**src/rtl/ptts_pkg.sv**
```systemverilog
// Package for the periodic task tick scheduler: slot count, item structs,
// command codes and the microcode ROM. Used by every file in rtl/.
package ptts_pkg;

   localparam int TASK_SLOTS = 8;
   localparam int SLOT_W     = (TASK_SLOTS > 1) ? $clog2(TASK_SLOTS) : 1;
   localparam int STEP_W     = 3;

   typedef enum logic [2:0] {
      OP_TICK    = 3'd0,
      OP_CREATE  = 3'd1,
      OP_DELETE  = 3'd2,
      OP_SUSPEND = 3'd3,
      OP_RESUME  = 3'd4
   } op_type;

   typedef struct packed {
      logic [2:0]  operation;
      logic [2:0]  task_index;
      logic [15:0] period;
      logic [15:0] first_delay;
   } req_type;

   typedef struct packed {
      logic [2:0] run_task;
      logic       last_of_tick;
   } rsp_type;

   // Datapath action of one microcode step, one-hot.
   typedef enum logic [4:0] {
      ACT_IDLE     = 5'b00001,
      ACT_DISPATCH = 5'b00010,
      ACT_APPLY    = 5'b00100,
      ACT_SCAN     = 5'b01000,
      ACT_FLUSH    = 5'b10000
   } action_type;

   // Jump condition: jump to target when true, else advance by one.
   typedef enum logic [1:0] {
      COND_ALWAYS  = 2'd0,
      COND_NOSTART = 2'd1,
      COND_TICK    = 2'd2,
      COND_MORE    = 2'd3
   } cond_type;

   typedef struct packed {
      action_type            action;
      cond_type              cond;
      logic [STEP_W-1:0]     target;
   } uword_type;

   // Step addresses of the program.
   localparam logic [STEP_W-1:0] STEP_IDLE     = 3'd0;
   localparam logic [STEP_W-1:0] STEP_DISPATCH = 3'd1;
   localparam logic [STEP_W-1:0] STEP_APPLY    = 3'd2;
   localparam logic [STEP_W-1:0] STEP_SCAN     = 3'd3;
   localparam logic [STEP_W-1:0] STEP_FLUSH    = 3'd4;

   function automatic uword_type ucode_rom(input logic [STEP_W-1:0] step);
      uword_type w;
      case (step)
         STEP_IDLE:     w = '{ACT_IDLE,     COND_NOSTART, STEP_IDLE};
         STEP_DISPATCH: w = '{ACT_DISPATCH, COND_TICK,    STEP_SCAN};
         STEP_APPLY:    w = '{ACT_APPLY,    COND_ALWAYS,  STEP_IDLE};
         STEP_SCAN:     w = '{ACT_SCAN,     COND_MORE,    STEP_SCAN};
         STEP_FLUSH:    w = '{ACT_FLUSH,    COND_ALWAYS,  STEP_IDLE};
         default:       w = '{ACT_IDLE,     COND_ALWAYS,  STEP_IDLE};
      endcase
      return w;
   endfunction

endpackage

```
**src/rtl/ptts_seq.sv**
```systemverilog
// Microcode sequencer of the task scheduler: step counter, control ROM
// and jump logic. Depends on ptts_pkg.
module ptts_seq
   import ptts_pkg::*;
(
   input  logic      clock,
   input  logic      reset,
   input  logic      start,
   input  logic      is_tick,
   input  logic      more_slots,
   output uword_type uword
);

   logic [STEP_W-1:0] step_ff, step_in;
   logic              take_jump;

   assign uword = ucode_rom(step_ff);

   always_comb begin
      case (uword.cond)
         COND_ALWAYS:  take_jump = 1'b1;
         COND_NOSTART: take_jump = !start;
         COND_TICK:    take_jump = is_tick;
         COND_MORE:    take_jump = more_slots;
         default:      take_jump = 1'b1;
      endcase
      step_in = take_jump ? uword.target : step_ff + 1'b1;
   end

   always_ff @(posedge clock) begin
      if (reset) begin
         step_ff <= STEP_IDLE;
      end else begin
         step_ff <= step_in;
      end
   end

endmodule

```
**src/rtl/periodic_task_tick_scheduler_core.sv**
```systemverilog
// Periodic task tick scheduler: slot table datapath driven by ptts_seq.
// Steps: a command passes idle/accept, dispatch and apply; a tick passes accept,
// dispatch, one slot per cycle over all TASK_SLOTS slots, and flush. busy is high outside idle.
// A run event is held until the next due slot is scanned; the last one of a tick
// leaves after the flush step, in the cycle where the next item can be taken.
// Synchronous active-high reset clears present and resumed marks; no receiver stall.
module periodic_task_tick_scheduler_core
   import ptts_pkg::*;
(
   input  logic    clock,
   input  logic    reset,
   input  logic    start,
   output logic    busy,
   input  req_type req_item,
   output logic    rsp_strobe,
   output rsp_type rsp_item
);

   uword_type uword;

   req_type               item_ff;
   logic [SLOT_W-1:0]     slot_ff, slot_in;
   logic [TASK_SLOTS-1:0] present_ff, present_in;
   logic [TASK_SLOTS-1:0] resumed_ff, resumed_in;
   logic [15:0]           period_ff    [TASK_SLOTS];
   logic [15:0]           countdown_ff [TASK_SLOTS];
   logic                  pend_ff, pend_in;
   logic [SLOT_W-1:0]     pend_slot_ff, pend_slot_in;
   logic                  strobe_ff, strobe_in;
   rsp_type               rsp_ff, rsp_in;

   logic              accept;
   logic              is_tick;
   logic              more_slots;
   logic              idx_ok;
   logic [SLOT_W-1:0] cmd_slot;
   logic              live;
   logic              due;
   logic [15:0]       cnt_now;

   assign busy     = (uword.action != ACT_IDLE);
   assign accept   = start && !busy;
   assign is_tick  = (item_ff.operation == OP_TICK);
   assign more_slots = (slot_ff != SLOT_W'(TASK_SLOTS - 1));
   assign idx_ok   = (int'(item_ff.task_index) < TASK_SLOTS);
   assign cmd_slot = SLOT_W'(item_ff.task_index);
   assign cnt_now  = countdown_ff[slot_ff];
   assign live     = present_ff[slot_ff] && resumed_ff[slot_ff];
   assign due      = live && (cnt_now == 16'd0);

   ptts_seq u_seq (
      .clock      (clock),
      .reset      (reset),
      .start      (start),
      .is_tick    (is_tick),
      .more_slots (more_slots),
      .uword      (uword)
   );

   always_comb begin
      slot_in      = slot_ff;
      present_in   = present_ff;
      resumed_in   = resumed_ff;
      pend_in      = pend_ff;
      pend_slot_in = pend_slot_ff;
      strobe_in    = 1'b0;
      rsp_in       = rsp_ff;
      case (uword.action)
         ACT_DISPATCH: begin
            slot_in = '0;
            pend_in = 1'b0;
         end
         ACT_APPLY: begin
            if (idx_ok) begin
               case (item_ff.operation)
                  OP_CREATE: begin
                     present_in[cmd_slot] = 1'b1;
                     resumed_in[cmd_slot] = 1'b1;
                  end
                  OP_DELETE:  present_in[cmd_slot] = 1'b0;
                  OP_SUSPEND: resumed_in[cmd_slot] = 1'b0;
                  OP_RESUME:  resumed_in[cmd_slot] = 1'b1;
                  default:    ;
               endcase
            end
         end
         ACT_SCAN: begin
            slot_in = slot_ff + 1'b1;
            if (due) begin
               // release the held event: another follows, so it is not last
               strobe_in    = pend_ff;
               rsp_in       = '{3'(pend_slot_ff), 1'b0};
               pend_in      = 1'b1;
               pend_slot_in = slot_ff;
            end
         end
         ACT_FLUSH: begin
            strobe_in = pend_ff;
            rsp_in    = '{3'(pend_slot_ff), 1'b1};
            pend_in   = 1'b0;
         end
         default: ;
      endcase
   end

   always_ff @(posedge clock) begin
      if (reset) begin
         present_ff <= '0;
         resumed_ff <= '0;
         pend_ff    <= 1'b0;
         strobe_ff  <= 1'b0;
      end else begin
         present_ff <= present_in;
         resumed_ff <= resumed_in;
         pend_ff    <= pend_in;
         strobe_ff  <= strobe_in;
      end
   end

   always_ff @(posedge clock) begin
      if (accept) begin
         item_ff <= req_item;
      end
      slot_ff      <= slot_in;
      pend_slot_ff <= pend_slot_in;
      rsp_ff       <= rsp_in;
   end

   // Slot table: one write per cycle, either from a create or from the scan.
   always_ff @(posedge clock) begin
      if (uword.action == ACT_APPLY && idx_ok && item_ff.operation == OP_CREATE) begin
         period_ff[cmd_slot]    <= item_ff.period;
         countdown_ff[cmd_slot] <= item_ff.first_delay;
      end else if (uword.action == ACT_SCAN && live) begin
         countdown_ff[slot_ff] <= due ? period_ff[slot_ff] : cnt_now - 16'd1;
      end
   end

   assign rsp_strobe = strobe_ff;
   assign rsp_item   = rsp_ff;

endmodule
```
**config.mk**
```make
export PLATFORM = sky130hd
export DESIGN_NAME = periodic_task_tick_scheduler_core
export DESIGN_NICKNAME = d
export VERILOG_FILES = /design/src/rtl/ptts_pkg.sv /design/src/rtl/ptts_seq.sv /design/src/rtl/periodic_task_tick_scheduler_core.sv
export SDC_FILE = /design/constraint.sdc
export NUM_CORES = 1
export LEC_CHECK = 0
export ABC_AREA = 1
export BUFFER_PORTS_ARGS = -buffer_cell sky130_fd_sc_hd__buf_2
export CORE_MARGIN = 3
export CORE_UTILIZATION = 40
export DETAILED_ROUTE_END_ITERATION = 10
export PLACE_DENSITY = 0.64
export SLEW_MARGIN = 20
export SYNTH_ARGS = -nofsm -noshare
export SYNTH_HDL_FRONTEND = slang
export SYNTH_SLANG_ARGS = --single-unit
```
**constraint.sdc**
```tcl
create_clock -name clock -period 6.6 [get_ports clock]
set_input_delay 0.33 -clock clock [delete_from_list [all_inputs] [get_ports clock]]
set_output_delay 0.33 -clock clock [all_outputs]
set_load 0.01 [all_outputs]
```
# After elaboration in Yosys (flattened, before gate mapping)
# Memory sizes are Yosys's and may differ from the RTL's. A register that Yosys moved wholly into a read port is not among the register bits.
# Index checks and enable logic that the tools add are counted.
op_classes:
  n_addsub: 3
  magnitude_cmp: 3
  eq_ne: 18
  mux: 29
  bitwise: 5
  n_reduce_logical: 25
ops:
  columns: ["operator", "n"]
  rows:
  - ["10-bit case mux with 5 select lines", 1]
  - ["16-bit 2-to-1 mux", 2]
  - ["8-bit case mux with 2 select lines", 2]
  - ["8-bit bitwise AND", 2]
  - ["16-bit logical NOT", 1]
  - ["8-bit OR", 2]
  - ["16-bit OR reduction", 1]
  - ["16-bit by 1-bit subtractor with 16-bit output (second input constant)", 1]
  - ["3-bit by 2-bit == test with 1-bit output (second input constant)", 4]
  - ["3-bit 2-to-1 mux", 4]
  - ["1-bit 2-to-1 mux", 11]
  - ["2-bit AND reduction", 5]
  - ["2-bit nonzero test", 5]
  - ["3-bit by 4-bit less-than comparator with 1-bit output (second input constant)", 2]
  - ["8-bit NOT", 1]
  - ["4-bit case mux with 2 select lines", 1]
  - ["3-bit by 1-bit adder with 3-bit output (second input constant)", 2]
  - ["1-bit binary-select mux with 3-bit select", 2]
  - ["3-bit by 1-bit == test with 1-bit output (second input constant)", 2]
  - ["3-bit == test (second input constant)", 2]
  - ["1-bit logical AND", 6]
  - ["3-bit logical NOT", 2]
  - ["3-bit case mux with 2 select lines", 1]
  - ["5-bit by 2-bit == test with 1-bit output (second input constant)", 1]
  - ["other kinds (16)", 20]
totals:
  regBits: 69
  ram_bits: 256
  in_bits: 41
  mem_count: 2
memory_table:
  columns: ["memory", "words", "word_bits", "read_ports", "rd_clocked_by_memory_dff", "wr", "line_no", "rtl"]
  rows:
  - ["countdown_ff", 8, 16, 1, 1, 1, "periodic_task_tick_scheduler_core.sv:26", "logic [15:0] countdown_ff [TASK_SLOTS];"]
  - ["period_ff", 8, 16, 1, 1, 1, "periodic_task_tick_scheduler_core.sv:25", "logic [15:0] period_ff [TASK_SLOTS];"]

# Depth between registers and ports, before layout
depth:
  depth_word: 9
  mapped_depth: 18
  ltp_nobuf: 15

# Hierarchy
# A second synthesis with hierarchy kept.
hier_totals:
  hier_cells: 1404
  hier_area_um2: 14525.2
modules_own_cells:
  columns: ["module", "instances", "cells_per_inst", "area_each_um2", "seq_area_each_um2"]
  rows:
  - ["periodic_task_tick_scheduler_core", 1, 1351, 14147.3, 9549.2]
  - ["ptts_seq", 1, 53, 377.9, 60.1]

# Worst setup path after synthesis
# OpenSTA, ideal clock, no wires.
synth_path:
  kind: "register -> register"
  startpoint: "reg u_seq.step_ff[1]"
  endpoint: "reg item_ff, in the netlist cmd_slot[0] (enable)"
  setup_ns: 0.433
  t_arrival_ns: 2.776
  required_ns: 6.167
  slack_ns: 3.391
  stages_incl_launch_ff: 10
  cell_sequence: "dfxtp_1 -> inv_1 -> ha_1 -> inv_1 -> nor2_2 -> nor2_1 -> a31oi_2 -> a21oi_1 -> nand2_1 -> nor2_1"
synth_via:
  elab_chain_len: 5
synth_lines:
  columns: ["item", "line_no", "rtl"]
  rows:
  - ["from (decl)", "ptts_seq.sv:14", "logic [STEP_W-1:0] step_ff, step_in;"]
  - ["from (signal assigned)", "ptts_seq.sv:34", "step_ff <= step_in;"]
  - ["3-bit == test, or another cell as far along", "ptts_pkg.sv:61", "case (step)"]
  - ["10-bit case mux with 5 select lines *", "ptts_pkg.sv:61", null]
  - ["5-bit by 1-bit != test with 1-bit output *", "periodic_task_tick_scheduler_core.sv:41", "assign busy = (uword.action != ACT_IDLE);"]
  - ["named net busy", "periodic_task_tick_scheduler_core.sv:13", "output logic busy,"]
  - ["1-bit logical NOT *", "periodic_task_tick_scheduler_core.sv:42", "assign accept = start && !busy;"]
  - ["1-bit logical AND *", "periodic_task_tick_scheduler_core.sv:42", null]
  - ["named net accept", "periodic_task_tick_scheduler_core.sv:32", "logic accept;"]
  - ["to (signal assigned)", "periodic_task_tick_scheduler_core.sv:122", "item_ff <= req_item;"]
  - ["to (decl)", "periodic_task_tick_scheduler_core.sv:21", "req_type item_ff;"]
# The timed path passes the listed nets; every way through them passes the cells marked *.
# A chain may end at the register's enable or synchronous reset.

==> results.md <==
Run status:
- The flow ran to the end, and the final reports show no timing, DRC or antenna violations.

Place:
- Input and output buffers added on the ports amount to 46.
- The number of cells after detailed placement is 1828.
- At the end of routability-driven placement, the weighted congestion stood at 0.9384.
- The HPWL after detailed placement is 20230 um.
- The cell area after placement is 0.01501 mm2.

Power and ir drop:
- The maximum ir drop on the vdd rail is 0.2059 mV.
- In this run the static leakage power is 0.006473 uW.
- The power density of the placed cells is 334.2 mW/mm2.

Route:
- After detailed routing, the average wire length per cell comes to 17.42 um.
- The number of antenna-violating nets in the routed design is 0.
- The routed design has 33500 um of wire.
- The detailed router finished its first iteration with 685 violations.
- The pre-antenna-repair detailed-routing pass consisted of 5 iterations.
- The number of DRC violations after detailed routing is 0.
- The number of vias per cell is 5.128.
- For this block, the via count after detailed routing is 9861.

STA:
- The count of pins over their slew limit is 0.
- The worst clock skew is 0.02003 ns.
- The number of hold-slack violations in the final timing report came to 0.
- At the pin with the least slew margin, the transition time is 1.082 ns.
- The final cycle utilization of the critical path is 60.15%.
- The final sum of negative setup slack is 0 ns.
- The post-layout minimum cycle time is 3.970 ns.
- Setup violations remaining at the end of the flow were counted as 0.
- Measured against its own limit, the worst slew margin works out to 27.81%.
- Derived from the worst setup path, the maximum achievable clock frequency is 251.9 MHz.
- Setup repair after global routing left no endpoint under its margin.

Synthesis:
- Summing the sequential cell areas from Yosys gives 66.74% of the chip area.
- A synthesized cell averages 10.53 um2.
- The cell area that synthesis handed to floorplanning was 0.01440 mm2.
- Counting every net in the synthesized netlist gives 1419.
- The synthesized design contains 328 register bits.
- The instance count of the mapped netlist is 1368.
- After synthesis, the netlist uses 42 different library cells.
- The number of warnings printed during yosys synthesis is 0.

Worst setup path:
- The slack of the worst reg-to-reg path is 2.63 ns.
- The critical path capture point type is a register.
- The destination of the worst register-to-register timing path is countdown_ff[1][14].
- The worst register-to-register path has a depth of 12.
- The capturing instance or port of the critical path is countdown_ff[1][14].
- The worst setup path is launched from a register.
- The peak fanout along the critical path is 77.
- STA puts the critical path data required time at 6.84 ns.
- Data arrives at the worst endpoint at 4.21 ns.
- The critical path is of the reg -> reg type.

Floorplan:
- The core footprint is 0.03497 mm2.
- The die outline width is 195.7 um.
- The die covers 0.03831 mm2.
- The die height is 195.7 um.
- During I/O placement, the number of pins put on the boundary was 47.
- The floorplan has 68 rows.
- The effective utilization at floorplan is 41.18%.

Finish:
- In the final layout, the multi-input gates occupy 0.003814 mm2.
- The top cell types in the final layout, fill and taps aside, are sky130_fd_sc_hd__nand2_1, sky130_fd_sc_hd__edfxtp_1, sky130_fd_sc_hd__inv_1.
- The count of filler cells inserted in the layout is 3171.
- The number of antenna diodes in the final layout is 0.
- Registers take 0.009615 mm2.
- In the final layout, the share of cells above drive strength 1 is 10.90%.
- The total number of nets in the final design is 1492.
- With fillers left out, the area of the finished cells amounts to 0.01651 mm2.
- After the flow finishes, the layout carries non-filler instances totaling 1923.
- The area growth from synthesis to layout is 14.67%.
- The most frequent standard cell in the layout excluding fill and tap cells is sky130_fd_sc_hd__nand2_1.

Global route:
- The pin count of the biggest net entering global routing is 78.
- The number of antenna violations at the first check in global routing is 0.
- Global routing used 17.51% of the available tracks.
- The first global-routing pass estimated 53480 um of wire.
- The number of global-route vias before repair was 9650.
- The total overflow left after global routing is 0.

Min path:
- The kind of path behind the tightest hold check is in -> reg.

Job:
- The number of max-cap violations is 0.

Clock network:
- The deepest clock path buffer count is 3.
- The deepest level of the CTS H-tree is 2.
- The CTS tree is built.
- Clock tree synthesis found a total of 328 sinks.
- The clock root buffer master is sky130_fd_sc_hd__clkbuf_16.
- Clock tree synthesis inserted a total of 35 buffers.
- For the worst-skew pair, the clock arrives at the later sink with an insertion delay of 0.52 ns.
- The clock transition at the register clock pins on the worst setup and hold paths after CTS is 0.06 ns.
## cell usage after synthesis, drive strengths merged
master	n	area [um2]
xor2	3	26.28
nor3	13	70.07
o21bai	1	7.510
clkbuf	8	30.03
clkinv	4	15.01
o221ai	2	17.52
edfxtp	304	9129
nand2	384	1454
buf	50	337.8
nand3	135	690.7
a211oi	1	7.510
o21a	1	7.510
o211ai	2	15.01
or2	10	62.56
a32o	3	30.03
ha	10	125.1
xnor2	1	8.760
dfxtp	24	480.5
nor2	91	369.1
o21ai	38	193.9
a21oi	74	374.1
a221oi	18	157.7
o22ai	7	43.79
a221o	4	40.04
nand4	3	18.77
a31oi	2	18.77
inv	174	655.6
nor3b	1	12.51
## flip-flops by register name, summed over array words and instances (netlist names), named ones only
name,cells
rsp_strobe,1
countdown_ff,128
u_seq.step_ff,3
slot_ff,3
item_ff,35
pend_ff,1
cmd_slot,3
pend_slot_ff,3
period_ff,128
rsp_item,4
## worst min-delay path by stage
stage	end	slack (ns)	startpoint	depth (start not counted)
after floorplan	rsp_item[1]	0.40	pend_slot_ff[0]	0
after global placement	rsp_item[1]	0.42	pend_slot_ff[0]	0
after detailed placement	rsp_item[1]	0.41	pend_slot_ff[0]	0
after CTS	item_ff[2]	0.01	req_item[2]	1
after global routing	item_ff[7]	0.006	req_item[7]	1
final	item_ff[7]	0.03	req_item[7]	1
## final cells by class
type,count,share of cell area (%)
flip-flops and latches,328,58.24
multi-input cells,804,23.10
clock buffers,49,5.812
inverters,178,4.062
repair buffers,94,4.047
well taps,455,3.448
clock inverters,15,1.296
## timing repair
item	4_1_cts	5_1_grt
hold buffers	31	0
setup buffers	0	0
hold endpoints to repair	31	0
endpoints found under the setup margin	0	0
gates resized for setup	0	0
## critical path: stages, from the launching register on
cell	delay, ns
sky130_fd_sc_hd__dfxtp_4	0.57
sky130_fd_sc_hd__inv_4	0.69
sky130_fd_sc_hd__buf_4	0.57
sky130_fd_sc_hd__nand2_1	0.10
sky130_fd_sc_hd__nand3_1	0.12
sky130_fd_sc_hd__nand3_1	0.09
sky130_fd_sc_hd__nand2_1	0.13
sky130_fd_sc_hd__nand2_1	0.11
sky130_fd_sc_hd__nor2_4	0.17
sky130_fd_sc_hd__nand3_2	0.12
sky130_fd_sc_hd__nor2_4	0.34
sky130_fd_sc_hd__a21oi_1	0.12
sky130_fd_sc_hd__a21oi_1	0.47
## power by group
part / total, uW / internal [uW] / switching [uW]
logic: 935 / 267 / 668
clock network: 1990 / 1220 / 773
registers: 2590 / 2480 / 110
## routing by layer
layer / GRT usage, % / part of all wire [%]
met5: 0 / 0
met4: 5.598 / 3.0
met3: 2.353 / 5.3
met2: 30.30 / 49
met1: 22.94 / 43
## metrics by stage
stage | total power, uW | hold slack [ns] | worst slack [ns] | util (%)
floorplan | 3268 | 0.4003 | 3.391 | -
global placement | 3536 | 0.4155 | 2.803 | 42.88
detailed placement | 3551 | 0.4114 | 2.686 | 42.92
finish | 5517 | 0.02665 | 2.630 | 47.22
global route | 5769 | 0.006205 | 2.233 | 47.22
CTS | 5554 | 0.01001 | 2.675 | 47.17
## cell families (layout without fill, tap and decap cells)
| logic type | after synthesis | after routing | synth area share (%) |
|---|---|---|---|
| compound gates | 153 | 153 | 6.344 |
| xor+xnor | 4 | 4 | 0.2434 |
| fa+ha+maj | 10 | 10 | 0.8690 |
| buf+inv | 236 | 336 | 7.212 |
| flops | 328 | 328 | 66.74 |
| simple gates | 637 | 637 | 18.60 |
(Power assumes the default switching activity.)
